<file path="src/hw/rtl/sbs_pkg.sv">
// Shared types, character codes and classification functions for the
// sentence boundary splitter. No dependencies.
`timescale 1ns / 1ps
`default_nettype none
package sbs_pkg;

  localparam logic [1:0] OP_BYTE  = 2'd0;
  localparam logic [1:0] OP_FINAL = 2'd1;
  localparam logic [1:0] OP_END   = 2'd2;

  localparam logic CFG_LEN_LIMIT   = 1'b0;
  localparam logic CFG_COUNT_LIMIT = 1'b1;

  localparam logic [15:0] LEN_LIMIT_RST   = 16'd512;
  localparam logic [15:0] COUNT_LIMIT_RST = 16'd256;

  localparam logic KIND_SENTENCE = 1'b0;
  localparam logic KIND_SUMMARY  = 1'b1;

  localparam logic [7:0] CH_DOT  = 8'h2e;
  localparam logic [7:0] CH_BANG = 8'h21;
  localparam logic [7:0] CH_QUES = 8'h3f;
  localparam logic [7:0] CH_NL   = 8'h0a;
  localparam logic [7:0] CH_SP   = 8'h20;
  localparam logic [7:0] CH_TAB  = 8'h09;
  localparam logic [7:0] CH_CR   = 8'h0d;
  localparam logic [7:0] CH_UPA  = 8'h41;
  localparam logic [7:0] CH_UPZ  = 8'h5a;

  localparam int QUEUE_DEPTH = 4;
  localparam int QPTR_BITS   = 2;

  typedef struct packed {
    logic [1:0] opcode;
    logic [7:0] text_byte;
  } in_item_t;

  typedef struct packed {
    logic        result_kind;
    logic [15:0] sentence_number;
    logic [15:0] start_pos;
    logic [15:0] sentence_length;
    logic [15:0] total_sentences;
    logic        final_status;
    logic        last_result;
  } out_item_t;

  // One queued job: a byte window, how many of its bytes are real, how many
  // of them get handled, and whether end of text follows.
  typedef struct packed {
    logic [2:0][7:0] win;
    logic [1:0]      nvalid;
    logic [1:0]      nhandle;
    logic            fin;
  } job_t;

  typedef struct packed {
    logic full;
    logic empty;
  } q_status_t;

  typedef struct packed {
    logic [15:0] len_limit;
    logic [15:0] count_limit;
  } cfg_t;

  typedef enum logic [1:0] {
    PH_HANDLE,
    PH_CLOSE,
    PH_SUMMARY
  } phase_t;

  function automatic logic is_ws(input logic [7:0] c);
    return (c == CH_SP) || (c >= CH_TAB && c <= CH_CR);
  endfunction

  function automatic logic is_upper(input logic [7:0] c);
    return (c >= CH_UPA) && (c <= CH_UPZ);
  endfunction

  function automatic logic is_term(input logic [7:0] c);
    return (c == CH_DOT) || (c == CH_BANG) || (c == CH_QUES);
  endfunction

endpackage
`default_nettype wire

</file>
<file path="src/hw/rtl/sbs_front.sv">
// Front end: accepts input transactions, keeps the two-byte lookahead and
// turns transactions into jobs for the queue. Depends on sbs_pkg.
`timescale 1ns / 1ps
`default_nettype none
module sbs_front (
  input  wire logic             clk,
  input  wire logic             rst_n,
  input  wire logic             in_valid,
  input  sbs_pkg::in_item_t     in_data,
  output logic                  in_stall,
  input  sbs_pkg::q_status_t    q_stat,
  output logic                  q_push,
  output sbs_pkg::job_t         q_job
);
  import sbs_pkg::*;

  logic [7:0] lb0_r, lb0_nxt;
  logic [7:0] lb1_r, lb1_nxt;
  logic [1:0] fill_r, fill_nxt;
  logic       accept;

  assign in_stall = q_stat.full;
  assign accept   = in_valid && !q_stat.full;

  always_comb begin
    lb0_nxt = lb0_r;
    lb1_nxt = lb1_r;
    fill_nxt = fill_r;
    q_push = 1'b0;
    q_job = '0;
    if (accept) begin
      case (in_data.opcode)
        OP_BYTE: begin
          if (fill_r == 2'd2) begin
            q_push = 1'b1;
            q_job.win = {in_data.text_byte, lb1_r, lb0_r};
            q_job.nvalid = 2'd3;
            q_job.nhandle = 2'd1;
            lb0_nxt = lb1_r;
            lb1_nxt = in_data.text_byte;
          end else begin
            if (fill_r == 2'd0) lb0_nxt = in_data.text_byte;
            else lb1_nxt = in_data.text_byte;
            fill_nxt = fill_r + 2'd1;
          end
        end
        OP_FINAL: begin
          q_push = 1'b1;
          case (fill_r)
            2'd2:    q_job.win = {in_data.text_byte, lb1_r, lb0_r};
            2'd1:    q_job.win = {8'd0, in_data.text_byte, lb0_r};
            default: q_job.win = {8'd0, 8'd0, in_data.text_byte};
          endcase
          q_job.nvalid = fill_r + 2'd1;
          q_job.nhandle = fill_r + 2'd1;
          q_job.fin = 1'b1;
          lb0_nxt = '0;
          lb1_nxt = '0;
          fill_nxt = '0;
        end
        OP_END: begin
          q_push = 1'b1;
          q_job.win = {8'd0, lb1_r, lb0_r};
          q_job.nvalid = fill_r;
          q_job.nhandle = fill_r;
          q_job.fin = 1'b1;
          lb0_nxt = '0;
          lb1_nxt = '0;
          fill_nxt = '0;
        end
        default: ;
      endcase
    end
  end

  always_ff @(posedge clk) begin
    if (!rst_n) begin
      lb0_r <= '0;
      lb1_r <= '0;
      fill_r <= '0;
    end else begin
      lb0_r <= lb0_nxt;
      lb1_r <= lb1_nxt;
      fill_r <= fill_nxt;
    end
  end

endmodule
`default_nettype wire

</file>
<file path="src/hw/rtl/sbs_queue.sv">
// Short job queue between front and back end.
// Depends on sbs_pkg for the job type and depth.
`timescale 1ns / 1ps
`default_nettype none
module sbs_queue (
  input  wire logic          clk,
  input  wire logic          rst_n,
  input  wire logic          push,
  input  sbs_pkg::job_t      push_job,
  input  wire logic          pop,
  output sbs_pkg::job_t      head_job,
  output sbs_pkg::q_status_t stat
);
  import sbs_pkg::*;

  job_t                 mem_r [QUEUE_DEPTH];
  logic [QPTR_BITS-1:0] wptr_r, wptr_nxt;
  logic [QPTR_BITS-1:0] rptr_r, rptr_nxt;
  logic [QPTR_BITS:0]   cnt_r, cnt_nxt;
  logic                 do_push, do_pop;

  assign stat.full  = (cnt_r == (QPTR_BITS+1)'(QUEUE_DEPTH));
  assign stat.empty = (cnt_r == '0);
  assign do_push = push && !stat.full;
  assign do_pop  = pop && !stat.empty;
  assign head_job = mem_r[rptr_r];

  always_comb begin
    wptr_nxt = do_push ? wptr_r + 1'b1 : wptr_r;
    rptr_nxt = do_pop ? rptr_r + 1'b1 : rptr_r;
    cnt_nxt = cnt_r;
    if (do_push && !do_pop) cnt_nxt = cnt_r + 1'b1;
    else if (do_pop && !do_push) cnt_nxt = cnt_r - 1'b1;
  end

  always_ff @(posedge clk) begin
    if (do_push) mem_r[wptr_r] <= push_job;
  end

  always_ff @(posedge clk) begin
    if (!rst_n) begin
      wptr_r <= '0;
      rptr_r <= '0;
      cnt_r <= '0;
    end else begin
      wptr_r <= wptr_nxt;
      rptr_r <= rptr_nxt;
      cnt_r <= cnt_nxt;
    end
  end

endmodule
`default_nettype wire

</file>
<file path="src/hw/rtl/sbs_back.sv">
// Back end: runs queued jobs one step per cycle unless stalled (byte
// handling, final close, summary), holds the result register. Uses sbs_pkg.
`timescale 1ns / 1ps
`default_nettype none
module sbs_back #(
  parameter int POS_BITS = 16
) (
  input  wire logic          clk,
  input  wire logic          rst_n,
  input  sbs_pkg::cfg_t      cfg,
  input  sbs_pkg::job_t      job,
  input  sbs_pkg::q_status_t q_stat,
  output logic               q_pop,
  output logic               out_valid,
  output sbs_pkg::out_item_t out_data,
  input  wire logic          out_stall
);
  import sbs_pkg::*;

  localparam int CW = (POS_BITS > 16) ? POS_BITS : 16;

  phase_t              phase_r, phase_nxt;
  logic [1:0]          k_r, k_nxt;
  logic [POS_BITS-1:0] pos_r, pos_nxt;
  logic [POS_BITS-1:0] seg_r, seg_nxt;
  logic [POS_BITS-1:0] first_r, first_nxt;
  logic [POS_BITS-1:0] last_r, last_nxt;
  logic                ht_r, ht_nxt;
  logic                skip_r, skip_nxt;
  logic [15:0]         cnt_r, cnt_nxt;
  logic                out_valid_r, out_valid_nxt;
  out_item_t           out_data_r, out_data_nxt;

  always_comb begin
    logic                slot_free, fire, do_handle, emit;
    logic [7:0]          cur, nx, nn;
    logic                has_next, has_nn, term;
    logic [POS_BITS-1:0] after, fp, lp, close_end, raw;
    logic                ht, close_go;
    logic [POS_BITS:0]   len_full;
    out_item_t           res;

    phase_nxt = phase_r;
    k_nxt = k_r;
    pos_nxt = pos_r;
    seg_nxt = seg_r;
    skip_nxt = skip_r;
    cnt_nxt = cnt_r;
    q_pop = 1'b0;
    emit = 1'b0;
    res = '0;
    close_go = 1'b0;
    close_end = '0;
    fp = first_r;
    lp = last_r;
    ht = ht_r;

    slot_free = !out_valid_r || !out_stall;
    fire = !q_stat.empty && slot_free;
    do_handle = (phase_r == PH_HANDLE) && (k_r < job.nhandle);
    after = (pos_r == '1) ? pos_r : pos_r + 1'b1;

    case (k_r)
      2'd0: begin
        cur = job.win[0];
        nx = job.win[1];
        nn = job.win[2];
      end
      2'd1: begin
        cur = job.win[1];
        nx = job.win[2];
        nn = '0;
      end
      default: begin
        cur = job.win[2];
        nx = '0;
        nn = '0;
      end
    endcase
    has_next = ({1'b0, k_r} + 3'd1) < {1'b0, job.nvalid};
    has_nn = ({1'b0, k_r} + 3'd2) < {1'b0, job.nvalid};
    term = is_term(cur) && (!has_next || is_ws(nx)) && (!has_nn || is_upper(nn));

    if (fire) begin
      if (do_handle) begin
        if (skip_r && is_ws(cur)) begin
          seg_nxt = after;
        end else begin
          skip_nxt = 1'b0;
          if (cur == CH_NL) begin
            close_go = 1'b1;
            close_end = pos_r;
            seg_nxt = after;
          end else begin
            if (!is_ws(cur)) begin
              if (!ht) fp = pos_r;
              lp = pos_r;
              ht = 1'b1;
            end
            if (term) begin
              close_go = 1'b1;
              close_end = after;
              seg_nxt = after;
              skip_nxt = 1'b1;
            end
          end
        end
        pos_nxt = after;
        if ((k_r + 2'd1) == job.nhandle) begin
          k_nxt = '0;
          if (job.fin) phase_nxt = PH_CLOSE;
          else q_pop = 1'b1;
        end else begin
          k_nxt = k_r + 2'd1;
        end
      end else if (phase_r == PH_SUMMARY) begin
        emit = 1'b1;
        res.result_kind = KIND_SUMMARY;
        res.total_sentences = cnt_r;
        res.final_status = (cnt_r == '0);
        res.last_result = 1'b1;
        q_pop = 1'b1;
        phase_nxt = PH_HANDLE;
        k_nxt = '0;
        pos_nxt = '0;
        seg_nxt = '0;
        skip_nxt = 1'b0;
        cnt_nxt = '0;
        fp = '0;
        lp = '0;
        ht = 1'b0;
      end else begin
        if (seg_r < pos_r) begin
          close_go = 1'b1;
          close_end = pos_r;
        end
        phase_nxt = PH_SUMMARY;
      end
    end

    raw = close_end - seg_r;
    len_full = {1'b0, lp} - {1'b0, fp} + 1'b1;
    if (close_go) begin
      if ((close_end > seg_r) && (CW'(raw) < CW'(cfg.len_limit)) &&
          (cnt_r < cfg.count_limit) && ht) begin
        emit = 1'b1;
        res.result_kind = KIND_SENTENCE;
        res.sentence_number = cnt_r;
        res.start_pos = 16'(fp);
        res.sentence_length = 16'(len_full);
        res.last_result = !job.fin;
        cnt_nxt = cnt_r + 16'd1;
      end
      ht = 1'b0;
    end

    first_nxt = fp;
    last_nxt = lp;
    ht_nxt = ht;

    out_valid_nxt = out_valid_r;
    out_data_nxt = out_data_r;
    if (slot_free) begin
      out_valid_nxt = emit;
      if (emit) out_data_nxt = res;
    end
  end

  always_ff @(posedge clk) begin
    if (!rst_n) begin
      phase_r <= PH_HANDLE;
      k_r <= '0;
      pos_r <= '0;
      seg_r <= '0;
      first_r <= '0;
      last_r <= '0;
      ht_r <= 1'b0;
      skip_r <= 1'b0;
      cnt_r <= '0;
      out_valid_r <= 1'b0;
    end else begin
      phase_r <= phase_nxt;
      k_r <= k_nxt;
      pos_r <= pos_nxt;
      seg_r <= seg_nxt;
      first_r <= first_nxt;
      last_r <= last_nxt;
      ht_r <= ht_nxt;
      skip_r <= skip_nxt;
      cnt_r <= cnt_nxt;
      out_valid_r <= out_valid_nxt;
    end
  end

  always_ff @(posedge clk) begin
    out_data_r <= out_data_nxt;
  end

  assign out_valid = out_valid_r;
  assign out_data = out_data_r;

endmodule
`default_nettype wire

</file>
<file path="src/hw/rtl/sentence_boundary_splitter.sv">
// Top level of the sentence boundary splitter: configuration registers,
// front end, job queue and back end. Depends on sbs_pkg, sbs_front,
// sbs_queue and sbs_back.
//
//  channel  direction  handshake             payload
//  in_      input      in_valid / in_stall   sbs_pkg::in_item_t
//  out_     output     out_valid / out_stall sbs_pkg::out_item_t
//  cfg_     input      cfg_we                cfg_index, cfg_wdata
//
// Plain bytes stream at one per cycle until the job queue fills behind a
// stalled result or a final job. A final-byte or end-of-text transaction
// handles each pending byte, then the final close and the summary.
// The four-entry job queue lets the front keep accepting meanwhile.
// Reset is synchronous; it clears all text state and loads the limits
// with 512 and 256. A stalled result holds in the output register.
`timescale 1ns / 1ps
`default_nettype none
module sentence_boundary_splitter #(
  parameter int POS_BITS = 16
) (
  input  wire logic          clk,
  input  wire logic          rst_n,
  input  wire logic          in_valid,
  input  sbs_pkg::in_item_t  in_data,
  output logic               in_stall,
  output logic               out_valid,
  output sbs_pkg::out_item_t out_data,
  input  wire logic          out_stall,
  input  wire logic          cfg_we,
  input  wire logic          cfg_index,
  input  wire logic [15:0]   cfg_wdata
);
  import sbs_pkg::*;

  cfg_t      cfg_r, cfg_nxt;
  q_status_t q_stat;
  job_t      push_job, head_job;
  logic      q_push, q_pop;

  always_comb begin
    cfg_nxt = cfg_r;
    if (cfg_we) begin
      case (cfg_index)
        CFG_LEN_LIMIT:   cfg_nxt.len_limit = cfg_wdata;
        CFG_COUNT_LIMIT: cfg_nxt.count_limit = cfg_wdata;
        default: ;
      endcase
    end
  end

  always_ff @(posedge clk) begin
    if (!rst_n) begin
      cfg_r.len_limit <= LEN_LIMIT_RST;
      cfg_r.count_limit <= COUNT_LIMIT_RST;
    end else begin
      cfg_r <= cfg_nxt;
    end
  end

  sbs_front u_front (
    .clk      (clk),
    .rst_n    (rst_n),
    .in_valid (in_valid),
    .in_data  (in_data),
    .in_stall (in_stall),
    .q_stat   (q_stat),
    .q_push   (q_push),
    .q_job    (push_job)
  );

  sbs_queue u_queue (
    .clk      (clk),
    .rst_n    (rst_n),
    .push     (q_push),
    .push_job (push_job),
    .pop      (q_pop),
    .head_job (head_job),
    .stat     (q_stat)
  );

  sbs_back #(
    .POS_BITS (POS_BITS)
  ) u_back (
    .clk       (clk),
    .rst_n     (rst_n),
    .cfg       (cfg_r),
    .job       (head_job),
    .q_stat    (q_stat),
    .q_pop     (q_pop),
    .out_valid (out_valid),
    .out_data  (out_data),
    .out_stall (out_stall)
  );

  a_no_push_full: assert property (@(posedge clk) disable iff (!rst_n)
    q_push |-> !q_stat.full)
    else $error("job pushed into full queue");

  a_no_pop_empty: assert property (@(posedge clk) disable iff (!rst_n)
    q_pop |-> !q_stat.empty)
    else $error("job popped from empty queue");

  a_reset_out: assert property (@(posedge clk)
    !rst_n |=> !out_valid)
    else $error("result valid right after reset");

  a_summary_last: assert property (@(posedge clk) disable iff (!rst_n)
    (q_pop && head_job.fin) |=> (out_valid && out_data.result_kind == KIND_SUMMARY))
    else $error("end-of-text job retired without summary");

endmodule
`default_nettype wire

</file>
<file path="config.mk">
export PLATFORM = sky130hd
export DESIGN_NAME = sentence_boundary_splitter
export DESIGN_NICKNAME = d
export VERILOG_FILES = /design/src/hw/rtl/sbs_pkg.sv /design/src/hw/rtl/sbs_front.sv /design/src/hw/rtl/sbs_queue.sv /design/src/hw/rtl/sbs_back.sv /design/src/hw/rtl/sentence_boundary_splitter.sv
export SDC_FILE = /design/constraint.sdc
export NUM_CORES = 1
export LEC_CHECK = 0
export BUFFER_PORTS_ARGS = -buffer_cell sky130_fd_sc_hd__buf_2
export CORE_AREA = 2 2 199 201
export DETAILED_ROUTE_END_ITERATION = 8
export DIE_AREA = 0 0 201 203
export PLACE_DENSITY = 0.58
export REMOVE_ABC_BUFFERS = 1
export SETUP_SLACK_MARGIN = 0.4
export SLEW_MARGIN = 25
export SYNTH_ARGS = -nofsm -noshare
export SYNTH_HDL_FRONTEND = slang
export SYNTH_HIERARCHICAL = 1
export SYNTH_SLANG_ARGS = --single-unit
</file>
<file path="constraint.sdc">
create_clock -name clk -period 11.2 [get_ports clk]
set_clock_uncertainty 0.15 [all_clocks]
set_input_delay 0.56 -clock clk [delete_from_list [all_inputs] [get_ports clk]]
set_output_delay 0.56 -clock clk [all_outputs]
set_load 0.02 [all_outputs]
</file>
### Word-level counts from Yosys, hierarchy flattened

Memory sizes are Yosys's and may differ from the RTL's. A register that Yosys moved wholly into a read port is not among the register bits.
Cells that the tools add are included.

| storage, ports and cells | value |
|---|---|
| register bits after elaboration | 211 |
| bits in writable memories | 116 |
| input port bits | 32 |
| output and inout bits | 69 |
| word-level logic and storage cells | 230 |
| memories kept | 1 |

| cells by class | value |
|---|---|
| add/sub/neg operators | 13 |
| order comparisons | 13 |
| eq/ne operators | 22 |
| mux-type cells | 97 |
| bitwise gates (word level) | 4 |
| reductions and logical operators | 55 |

Memories:

| memory | depth | width | read ports | clocked after memory_dff | wr ports | RTL line | text |
|---|---|---|---|---|---|---|---|
| u_queue.mem_r | 4 | 29 | 1 | 1 | 1 | sbs_queue.sv:16 | `job_t mem_r [QUEUE_DEPTH];` |

Operators with widths:

| operator | number |
|---|---|
| $mux 16 | 32 |
| $mux 49 | 2 |
| $pmux 28 s3 | 1 |
| $pmux 8 s2 | 4 |
| $add 16x1->16 const B | 3 |
| $lt 16x16->1 | 3 |
| $pmux 24 s2 | 1 |
| $eq 8x6->1 const B | 5 |
| $mux 8 | 5 |
| $mux 1 | 36 |
| $sub 16x16->16 | 2 |
| $mux 29 | 1 |
| $mux 28 | 1 |
| $mux 2 | 10 |
| $reduce_and 3->1 | 6 |
| $eq 16x16->1 const B | 1 |
| $ge 8x4->1 const B | 2 |
| $gt 16x16->1 | 1 |
| $le 8x4->1 const B | 2 |
| $logic_and 1x1->1 | 16 |
| $logic_not 16->1 | 1 |
| $reduce_and 2->1 | 5 |
| $logic_not 1->1 | 9 |
| $add 2x1->2 const B | 4 |
| other kinds (28) | 51 |

### Longest topological paths before layout

Gate-level depths: netlist of the first run.

| logic depth | value |
|---|---|
| word-level depth | 21 |
| mapped depth | 36 |
| mapped depth without buffers | 33 |

### Cells and area by module

Netlist of the first run, hierarchy kept.

By module, submodules not included:

| module | instances | cells an instance | area an instance (µm²) | seq. area each (µm²) |
|---|---|---|---|---|
| sbs_back | 1 | 1134 | 9910.8 | 3753.6 |
| sbs_queue | 1 | 199 | 4675.7 | 3663.5 |
| sbs_front | 1 | 176 | 1448.9 | 360.3 |
| sentence_boundary_splitter | 1 | 125 | 1242.4 | 640.6 |

### Worst setup path before layout of the first run

OpenSTA, ideal clock, no wires.

| timing path | value |
|---|---|
| kind | reg-to-reg |
| start | reg with a tool-made name |
| end | reg u_back.cnt_r[10] |
| setup time | 0.172 ns |
| data arrival time | 7.917 ns |
| required time | 10.878 ns |
| slack | 2.962 ns |
| cell stages (with the launch flop) | 36 |
| buffers on the path | 4 |
| period minus slack after synthesis | 8.238 ns |
| cell sequence | dfxtp_1 buf_6 buf_12 mux4_2 a22o_4 a21oi_1 xor2_1 or4_1 a211o_1 nor2_1 clkbuf_1 nand3_1 a21o_1 inv_1 ha_1 nor2b_1 o21ai_0 a21boi_0 o21ai_0 a21oi_1 a21oi_1 o21ai_0 a21oi_1 xnor2_1 ha_1 a21o_1 a21o_1 a21oi_1 o22ai_1 or3_1 nor4_1 nor4b_2 nor2_1 inv_1 buf_2 o221ai_1 |

RTL lines:

| element | RTL line | text |
|---|---|---|
| end signal: assignment | sbs_back.sv:190 | `cnt_r <= cnt_nxt;` |
| end: declaration | sbs_back.sv:30 | `logic [15:0] cnt_r, cnt_nxt;` |

==> flow_metrics.tcl, run 1 <==
set metrics [dict create \
    synth_edf_count 183 \
    worstSetupPathType "reg -> reg" \
    wl_per_cell_um 17.4 \
    tightest_slew_ns 0.935 \
    grt-ovfl-total 0 \
    drc 0 \
    io_buffers 100 \
    drv_slew 0 \
    internal-power_uw 2830 \
    syn-cell-area_mm2 0.0173 \
    crit_fanout 42 \
    peakVddDrop_mv 0.121 \
    rows 72 \
    synth-simple-area-share_pct 15.5 \
    hold_class "in -> reg" \
    final_nets 1851 \
    cts_num_sinks 329 \
    cts_tree "yes" \
    die_h_um 203 \
    antenna_found_initial 1 \
    drtPass1Iterations 5 \
    crit_slowest_cell "or4b_2" \
    power_density_mw_per_mm2 234 \
    outcome "completed" \
    synth.distinct_cells 81 \
    drive_gt1_share_pct 14.0 \
    period_share_pct 87.3 \
    final_cell_mix "edfxtp_1, nand2_1, dfxtp_1" \
    async_flop_share_pct 0 \
    vias_per_cell 5.50 \
    postCtsHoldBufs 0 \
    timing.rr.end "u_back/cnt_r[4]" \
    endpoint_kind "register" \
    grtUsageTotal_pct 19.4 \
    place_congestion 0.897 \
    grt_max_degree 73 \
    power.leakage_uw 0.00705 \
    routed_wl_mm 39.2 \
    dp_hpwl_mm 27.5 \
    ioPinCount 101 \
    postCtsSetupBuffers 0 \
    slew_headroom_pct 37.6 \
    cts.reportedPaths.clkPinSlew_ns 0.06 \
    syn-mean-instance-area_um2 10.6 \
    clockBufferDepth 3 \
    p_comb_share_pct 40.0 \
    setup_viol 0 \
    grt_pass1_wl_mm 63.9 \
    yosysSeqAreaShare_pct 48.7 \
    initialDrtViolationCount 690 \
    synthAdderAreaFrac_pct 8.50 \
    maxCapViolCount 0 \
    synth_top_family_by_area "simple AND/OR/NAND/NOR gates" \
    p_switching_uw 1680 \
    ant_nets 0 \
    cp-start-kind "register" \
    postLayoutCoreUtil_pct 50.2 \
    crit_end "u_back/cnt_r[4]" \
    mostFrequentLayoutCell "edfxtp_1" \
    area_growth_pct 11.7 \
    pre_cts_ws_ns 1.50 \
    fin_ws_ns 1.42 \
    max_stage_delay_ns 0.99 \
    cts_resized 0 \
    synth.area.mux_share_pct 7.45 \
    r2r_setup_slack_ns 1.42 \
    tns_ns 0 \
    start_util_pct 44.9 \
    hold_viol 0 \
    crit_required_ns 11.50 \
    grt_pass1_vias 12400 \
    num_antenna_cells 0 \
    syn_inst 1634 \
    synth_ff_type "edfxtp_1" \
    synth_xor_area_share_pct 1.98 \
    dpl_cell_area_mm2 0.0181 \
    rsz0062_at_grt "false" \
    final_area_mm2 0.0193 \
    dieArea_mm2 0.0408 \
    vias 12400 \
    yosys_warnings 6 \
    cts.htree.levels 2 \
    period_minus_slack_ns 9.78 \
    clk_latency_ns 0.55 \
    core_area_mm2 0.0385 \
    rr_worst_depth 31 \
    die_w_um 201 \
    critPathArrivalTime_ns 10.07 \
    seq_power_share_pct 34.0 \
    clock_tree.root_cell "clkbuf_16" \
    clock.fmax_mhz 102 \
    clkPwrFrac_pct 25.9 \
    synth_compound_area_share_pct 12.8 \
    switching_share_pct 37.3 \
    ys_ff_latch 329 \
    cts_buffers 38 \
]
## worst min path at each step
stage / startpoint / end / depth (start not counted)
detailed placement: cfg_r[9] / cfg_r[9] / 2
floorplan: cfg_r[9] / cfg_r[9] / 2
global placement: cfg_r[9] / cfg_r[9] / 2
CTS: cfg_wdata[9] / cfg_r[9] / 3
finish: cfg_wdata[9] / cfg_r[9] / 3
global route: cfg_wdata[8] / cfg_r[24] / 3
## final cells by class
class,instances,area (um^2)
Inverter,111,418
Sequential cell,329,8420
Multi-Input combinational cell,1107,8010
Timing Repair Buffer,117,631
Tap cell,518,648
Clock buffer,57,1080
Clock inverter,11,83.8
Fill cell,3502,19200
## state kept, by name, summed over array words and instances (netlist names), 3 cells and up, named ones only
signal	flops
u_back/out_data	67
u_queue/mem_r	116
u_back/seg_r	16
cfg_r	32
u_front/lb0_r	8
u_front/lb1_r	8
u_queue/cnt_r	3
u_back/cnt_r	16
u_back/last_r	16
u_back/first_r	16
u_back/pos_r	16
## power by group through the flow
stage | Sequential, uW | Clock (uW) | Combinational [uW]
global route | 1560 | 1250 | 2000
global placement | 1560 | 0 | 1780
finish | 1540 | 1170 | 1810
CTS | 1540 | 1210 | 1810
floorplan | 1640 | 0 | 1180
detailed placement | 1560 | 0 | 1800
## stage by stage
stage	hold slack, ns	std cells	total power, uW
6_report	0.151	2250	4510
2_1_floorplan	0.278	1547	2820
4_1_cts	0.124	2250	4560
3_5_place_dp	0.295	2182	3360
3_3_place_gp	0.293	2182	3340
5_1_grt	0.141	2250	4810
## Yosys cell counts (3+ instances only)
library cell	number	area (um^2)
a221oi_1	8	70.1
o21ai_1	6	30.0
a21boi_0	22	165
o21ai_0	50	250
buf_4	4	30.0
a21o_1	20	150
nor2b_1	39	244
edfxtp_1	183	5500
ha_1	111	1390
and3_1	14	87.6
xor2_1	8	70.1
clkbuf_1	52	195
a21oi_1	83	415
a22o_1	29	254
nor2_1	121	454
or3_1	15	93.8
buf_1	5	18.8
inv_1	111	417
buf_2	13	65.1
a211oi_1	9	67.6
o221ai_1	10	87.6
nand4_1	22	138
o21a_1	8	60.1
o211ai_1	3	22.5
and2_1	38	238
o31ai_1	5	37.5
mux4_2	28	631
dfxtp_1	146	2920
and4_1	3	26.3
nor4_1	10	62.6
mux2i_1	54	541
mux2_2	8	90.1
a211o_1	3	26.3
nor3_1	38	190
nand2_1	151	567
nand2b_1	6	37.5
a31o_2	5	43.8
a31oi_1	7	43.8
nand3_1	44	220
or2_2	5	31.3
buf_6	9	101
nand3b_1	16	120
xnor2_1	31	272
a22oi_1	29	218
fa_1	4	80.1
## critical path: cells and delay by family, from the launching register on
| kind | cells | cell delay, ns |
|---|---|---|
| AOI/OAI and AO/OA | 15 | 3.71 |
| xor gates and xnor gates | 1 | 0.14 |
| adders and majority gates | 2 | 0.58 |
| buffers and inverters | 3 | 0.76 |
| DFF | 1 | 0.92 |
| muxes | 1 | 0.35 |
| and+or+nand+nor | 9 | 2.98 |
## layer usage
| layer | routed length (um) | up-vias | GRT usage [%] |
|---|---|---|---|
| li1 | - | 6066 | - |
| met1 | 17100 | 5986 | 24.1 |
| met2 | 19500 | 259 | 34.2 |
| met3 | 1570 | 69 | 2.63 |
| met4 | 1060 | 0 | 7.75 |
| met5 | 0 | - | 0 |
## cell families after synthesis
| family | count (synthesis) |
|---|---|
| AOI/OAI and AO/OA | 323 |
| xor gates and xnor gates | 39 |
| adders and majority gates | 115 |
| buffers and inverters | 198 |
| DFF | 329 |
| muxes | 91 |
| and+or+nand+nor | 539 |
Power figures use the tool's default switching activity.
==> run 2, diff against run 1 <==
--- a/config.mk
+++ b/config.mk
@@ -6,10 +6,12 @@
 export NUM_CORES = 1
 export LEC_CHECK = 0
 export BUFFER_PORTS_ARGS = -buffer_cell sky130_fd_sc_hd__buf_2
+export CELL_PAD_IN_SITES_DETAIL_PLACEMENT = 0
+export CELL_PAD_IN_SITES_GLOBAL_PLACEMENT = 1
 export CORE_AREA = 2 2 199 201
 export DETAILED_ROUTE_END_ITERATION = 8
 export DIE_AREA = 0 0 201 203
-export PLACE_DENSITY = 0.58
+export PLACE_DENSITY = 0.7
 export REMOVE_ABC_BUFFERS = 1
 export SETUP_SLACK_MARGIN = 0.4
 export SLEW_MARGIN = 25
==> flow_metrics.tcl, run 2 (synthesized netlist as in run 1, its figures left out) <==
set metrics [dict create \
    setup_viol 0 \
    cp-start-kind "register" \
    outcome "completed" \
    max_stage_delay_ns 0.97 \
    grt_pass1_wl_mm 65.8 \
    cts.reportedPaths.clkPinSlew_ns 0.06 \
    largest_register_ff_count 116 \
    start_util_pct 44.9 \
    drtPass1Iterations 6 \
    p_comb_share_pct 39.9 \
    grt_max_degree 87 \
    final_cell_mix "edfxtp_1, nand2_1, dfxtp_1" \
    die_h_um 203 \
    drive_gt1_share_pct 14.1 \
    cts_tree "yes" \
    core_area_mm2 0.0385 \
    p_switching_uw 1700 \
    vias 12300 \
    switching_share_pct 37.5 \
    total_power_uw 4540 \
    fillCellCount 3575 \
    dp_cells 2182 \
    wl_per_cell_um 17.8 \
    cts_num_sinks 329 \
    num_antenna_cells 0 \
    cts_buffers 39 \
    drv_slew 0 \
    postLayoutCoreUtil_pct 50.2 \
    area_growth_pct 11.9 \
    power_density_mw_per_mm2 235 \
    ioPinCount 101 \
    crit_required_ns 11.49 \
    postCtsSetupBuffers 0 \
    clockBufferDepth 3 \
    postCtsHoldBufs 0 \
    cts_resized 0 \
    mostFrequentLayoutCell "edfxtp_1" \
    hold_class "in -> reg" \
    rsz0062_at_grt "false" \
    seq_power_share_pct 33.9 \
    dp_hpwl_mm 28.0 \
    grt_pass1_vias 12600 \
    tns_ns 0 \
    maxCapViolCount 0 \
    grt-ovfl-total 0 \
    power.leakage_uw 0.00705 \
    io_buffers 100 \
    internal-power_uw 2840 \
    drc 0 \
    endpoint_kind "register" \
    clock.fmax_mhz 106 \
    period_minus_slack_ns 9.46 \
    routed_wl_mm 40.1 \
    hold_viol 0 \
    final_nets 1852 \
    largest-register "u_queue/mem_r" \
    critPathArrivalTime_ns 9.75 \
    initialDrtViolationCount 603 \
    antenna_found_initial 0 \
    ant_nets 0 \
    worstSetupPathType "reg -> reg" \
    tightest_slew_ns 0.951 \
    die_w_um 201 \
    stdcell_count 2253 \
    dieArea_mm2 0.0408 \
    slew_headroom_pct 36.6 \
    clkPwrFrac_pct 26.2 \
    place_congestion 0.838 \
    vias_per_cell 5.45 \
    cts.htree.levels 2 \
    rows 72 \
    crit_slowest_cell "or4b_2" \
    clk_latency_ns 0.55 \
    clock_tree.root_cell "clkbuf_16" \
    crit_fanout 43 \
    grtUsageTotal_pct 20.0 \
    period_share_pct 84.5 \
    peakVddDrop_mv 0.139 \
]
==> run 2: cell count changes in the layout (fill, tap and decap cells not counted) <==
cell / delta
clkinvlp_4: +4
clkbuf_16: +2
clkinv_1: -2
a21oi_1: +1
a21oi_2: -1
and2_1: +1
and2_2: -1
bufinv_16: -1
clkbuf_1: +1
inv_6: -1
o21ai_1: +1
o21ai_2: -1
==> run 2: worst max-delay path, delay by kind of cell, from the launching register on <==
family	cells	cell delay, ns
AO/OA/AOI/OAI	13	2.84
XOR/XNOR	2	0.22
adder cells (fa/ha/maj)	2	0.43
buffers and inverters	3	0.84
flip-flops	1	0.70
multiplexers	1	0.37
AND/OR/NAND/NOR	11	3.75
==> run 2: path summary, 6_finish.rpt <==
check               start         endpoint  slack (ns)  cells past startpoint
max              register  u_back/cnt_r[3]        1.74                     32
max reg2reg      register  u_back/cnt_r[3]        1.74                     32
min          cfg_wdata[1]         cfg_r[1]        0.14                      3
min reg2reg     cfg_r[15]        cfg_r[15]        0.31                      2
==> run 2: cell type report <==
cell class,count,area (um^2),area share [%]
clock buffer,60,1140,5.89
clock inverter,11,67.6,0.350
inverter,111,418,2.16
multi-input combinational,1107,8000,41.4
sequential,329,8420,43.6
tap,518,648,3.35
timing repair buffer,117,631,3.26
==> run 2: per-stage QoR <==
step	instance area [um^2]	hold slack [ns]	setup slack (ns)
final	19300	0.140	1.74
after global routing	19300	0.133	0.868
after CTS	19300	0.116	1.69
after detailed placement	18100	0.298	1.72
after global placement	18100	0.290	1.66
after floorplan	16800	0.278	1.45
==> run 2: power by group through the flow <==
stage          Clock, uW  Sequential (uW)  Combinational [uW]
2_1_floorplan          0             1640                1180
3_3_place_gp           0             1560                1800
3_5_place_dp           0             1560                1810
4_1_cts             1220             1540                1830
5_1_grt             1270             1560                2030
6_report            1190             1540                1810
==> run 2: metal layers <==
metal  up-vias  routed length (um)  track usage [%]
met3        63                1390             2.89
met4         0                1050             6.61
li1       6081                   -                -
met1      5936               17800             25.1
met2       196               19900             35.5
met5         -                   0                0
==> run 3, diff against run 2 <==
--- a/config.mk
+++ b/config.mk
@@ -8,10 +8,10 @@
 export BUFFER_PORTS_ARGS = -buffer_cell sky130_fd_sc_hd__buf_2
 export CELL_PAD_IN_SITES_DETAIL_PLACEMENT = 0
 export CELL_PAD_IN_SITES_GLOBAL_PLACEMENT = 1
-export CORE_AREA = 2 2 199 201
+export CORE_AREA = 2 2 202 204
 export DETAILED_ROUTE_END_ITERATION = 8
-export DIE_AREA = 0 0 201 203
-export PLACE_DENSITY = 0.7
+export DIE_AREA = 0 0 204 206
+export PLACE_DENSITY = 0.71
 export REMOVE_ABC_BUFFERS = 1
 export SETUP_SLACK_MARGIN = 0.4
 export SLEW_MARGIN = 25
==> constraint.sdc (replaced) <==
create_clock -name clk -period 7.69 [get_ports clk]
set_clock_uncertainty 0.15 [all_clocks]
set_input_delay 0.3845 -clock clk [delete_from_list [all_inputs] [get_ports clk]]
set_output_delay 0.3845 -clock clk [all_outputs]
set_load 0.02 [all_outputs]
==> flow_metrics.tcl, run 3 (synthesized netlist as in run 1, its figures left out) <==
set metrics [dict create \
    outcome "completed" \
    area_growth_pct 20.3 \
    crit_fanout 12 \
    largest-register "u_queue/mem_r" \
    fillCellCount 3617 \
    dp_hpwl_mm 29.0 \
    postLayoutCoreUtil_pct 51.7 \
    grt-ovfl-total 0 \
    maxCapViolCount 0 \
    drv_slew 0 \
    io_buffers 100 \
    dieArea_mm2 0.0420 \
    seq_power_share_pct 30.2 \
    cts.reportedPaths.clkPinSlew_ns 0.06 \
    clock.fmax_mhz 136 \
    drt-met1-wl_mm 18.7 \
    clockBufferDepth 3 \
    tightest_slew_ns 0.834 \
    setup_viol 0 \
    num_antenna_cells 0 \
    largest_register_ff_count 116 \
    period_share_pct 95.8 \
    grtUsageTotal_pct 20.1 \
    drtPass1Iterations 5 \
    endpoint_kind "register" \
    vias_per_cell 5.40 \
    tns_ns 0 \
    final_nets 1949 \
    rsz0062_at_grt "true" \
    clock_tree.root_cell "clkbuf_16" \
    hold_viol 0 \
    critPathArrivalTime_ns 7.68 \
    cts_tree "yes" \
    multi_input_area_mm2 0.00836 \
    cts_buffers 38 \
    initialDrtViolationCount 678 \
    cts.htree.levels 2 \
    p_switching_uw 2670 \
    place_congestion 0.859 \
    rows 74 \
    final_cell_mix "edfxtp_1, nand2_1, dfxtp_1" \
    crit_slowest_cell "or4b_4" \
    switching_share_pct 36.7 \
    die_w_um 204 \
    dpl_cell_area_mm2 0.0186 \
    core_area_mm2 0.0402 \
    clkPwrFrac_pct 26.3 \
    crit_required_ns 8.00 \
    fin_ws_ns 0.324 \
    met2WireLength_mm 21.1 \
    wl_per_cell_um 17.9 \
    top_layer "met4" \
    ioPinCount 101 \
    pre_cts_ws_ns -0.152 \
    timing.rr.end "u_back/cnt_r[12]" \
    drive_gt1_share_pct 20.8 \
    power_density_mw_per_mm2 351 \
    vias 12800 \
    cp-start-kind "register" \
    slew_headroom_pct 44.4 \
    route.met3.wl_mm 1.63 \
    final-seq-area_mm2 0.00842 \
    crit_end "u_back/cnt_r[12]" \
    routed_wl_mm 42.4 \
    period_minus_slack_ns 7.37 \
    max_stage_delay_ns 0.59 \
    drc 0 \
    ant_nets 0 \
    total_power_uw 7290 \
    cts_num_sinks 329 \
    antenna_found_initial 1 \
    die_h_um 206 \
    worstSetupPathType "reg -> reg" \
    rr_worst_depth 31 \
    hold_class "in -> reg" \
    r2r_setup_slack_ns 0.32 \
    grt_max_degree 81 \
    grt_pass1_vias 12600 \
    mostFrequentLayoutCell "edfxtp_1" \
    clk_latency_ns 0.55 \
    p_comb_share_pct 43.5 \
    start_util_pct 43.0 \
    internal-power_uw 4620 \
    peakVddDrop_mv 0.186 \
    power.leakage_uw 0.00767 \
    final_area_mm2 0.0208 \
    grt_pass1_wl_mm 67.0 \
]
[run 3: per-layer routing]
| layer | global-route usage [%] | vias up |
|---|---|---|
| met5 | 0 | - |
| met4 | 6.91 | 0 |
| met3 | 2.71 | 53 |
| met2 | 35.3 | 235 |
| met1 | 25.4 | 6203 |
| li1 | - | 6268 |
[run 3: what timing repair did]
action	CTS	global route
hold buffers	26	0
pin swaps	8	18
cloned	1	3
hold endpoints to repair	41	0
setup endpoints to repair	133	133
gates resized for setup	32	68
buffers inserted	6	13
[run 3: layout make-up]
type                    instances  area share (%)
clock inverters                16            1.32
well taps                     532            3.20
inverters                     111            2.01
multi-input cells            1108            40.2
repair buffers                214            7.64
clock buffers                  52            5.12
flip-flops and latches        329            40.5
[run 3: worst max-delay path: cells and delay by family (launching register included)]
kind / cells / cell delay, ns
DFF: 1 / 0.40
AOI/OAI and AO/OA: 11 / 2.15
buffers and inverters: 3 / 0.52
and+or+nand+nor: 12 / 2.74
muxes: 1 / 0.50
adders and majority gates: 2 / 0.56
xor gates and xnor gates: 2 / 0.21
[run 3: worst min-delay path by stage]
| stage | slack (ns) | cells past startpoint | start | endpoint |
|---|---|---|---|---|
| global route | 0.05 | 3 | cfg_we | cfg_r[8] |
| CTS | 0.004 | 3 | cfg_we | cfg_r[8] |
| global placement | 0.29 | 2 | cfg_r[9] | cfg_r[9] |
| detailed placement | 0.30 | 2 | cfg_r[9] | cfg_r[9] |
| finish | 0.04 | 3 | cfg_we | cfg_r[8] |
| floorplan | 0.28 | 2 | cfg_r[9] | cfg_r[9] |
[run 3: per-stage QoR]
| stage | std cells | hold WS (ns) |
|---|---|---|
| floorplan | 1547 | 0.278 |
| global placement | 2245 | 0.292 |
| detailed placement | 2245 | 0.297 |
| CTS | 2346 | 0.00386 |
| global route | 2362 | 0.0468 |
| finish | 2362 | 0.0377 |
[run 3: power groups by stage]
stage | combinational [uW] | sequential (uW) | clock [uW]
5_1_grt | 3480 | 2220 | 2040
6_report | 3170 | 2200 | 1920
4_1_cts | 2950 | 2200 | 1980
3_3_place_gp | 2810 | 2230 | 0
3_5_place_dp | 2830 | 2230 | 0
2_1_floorplan | 1710 | 2390 | 0
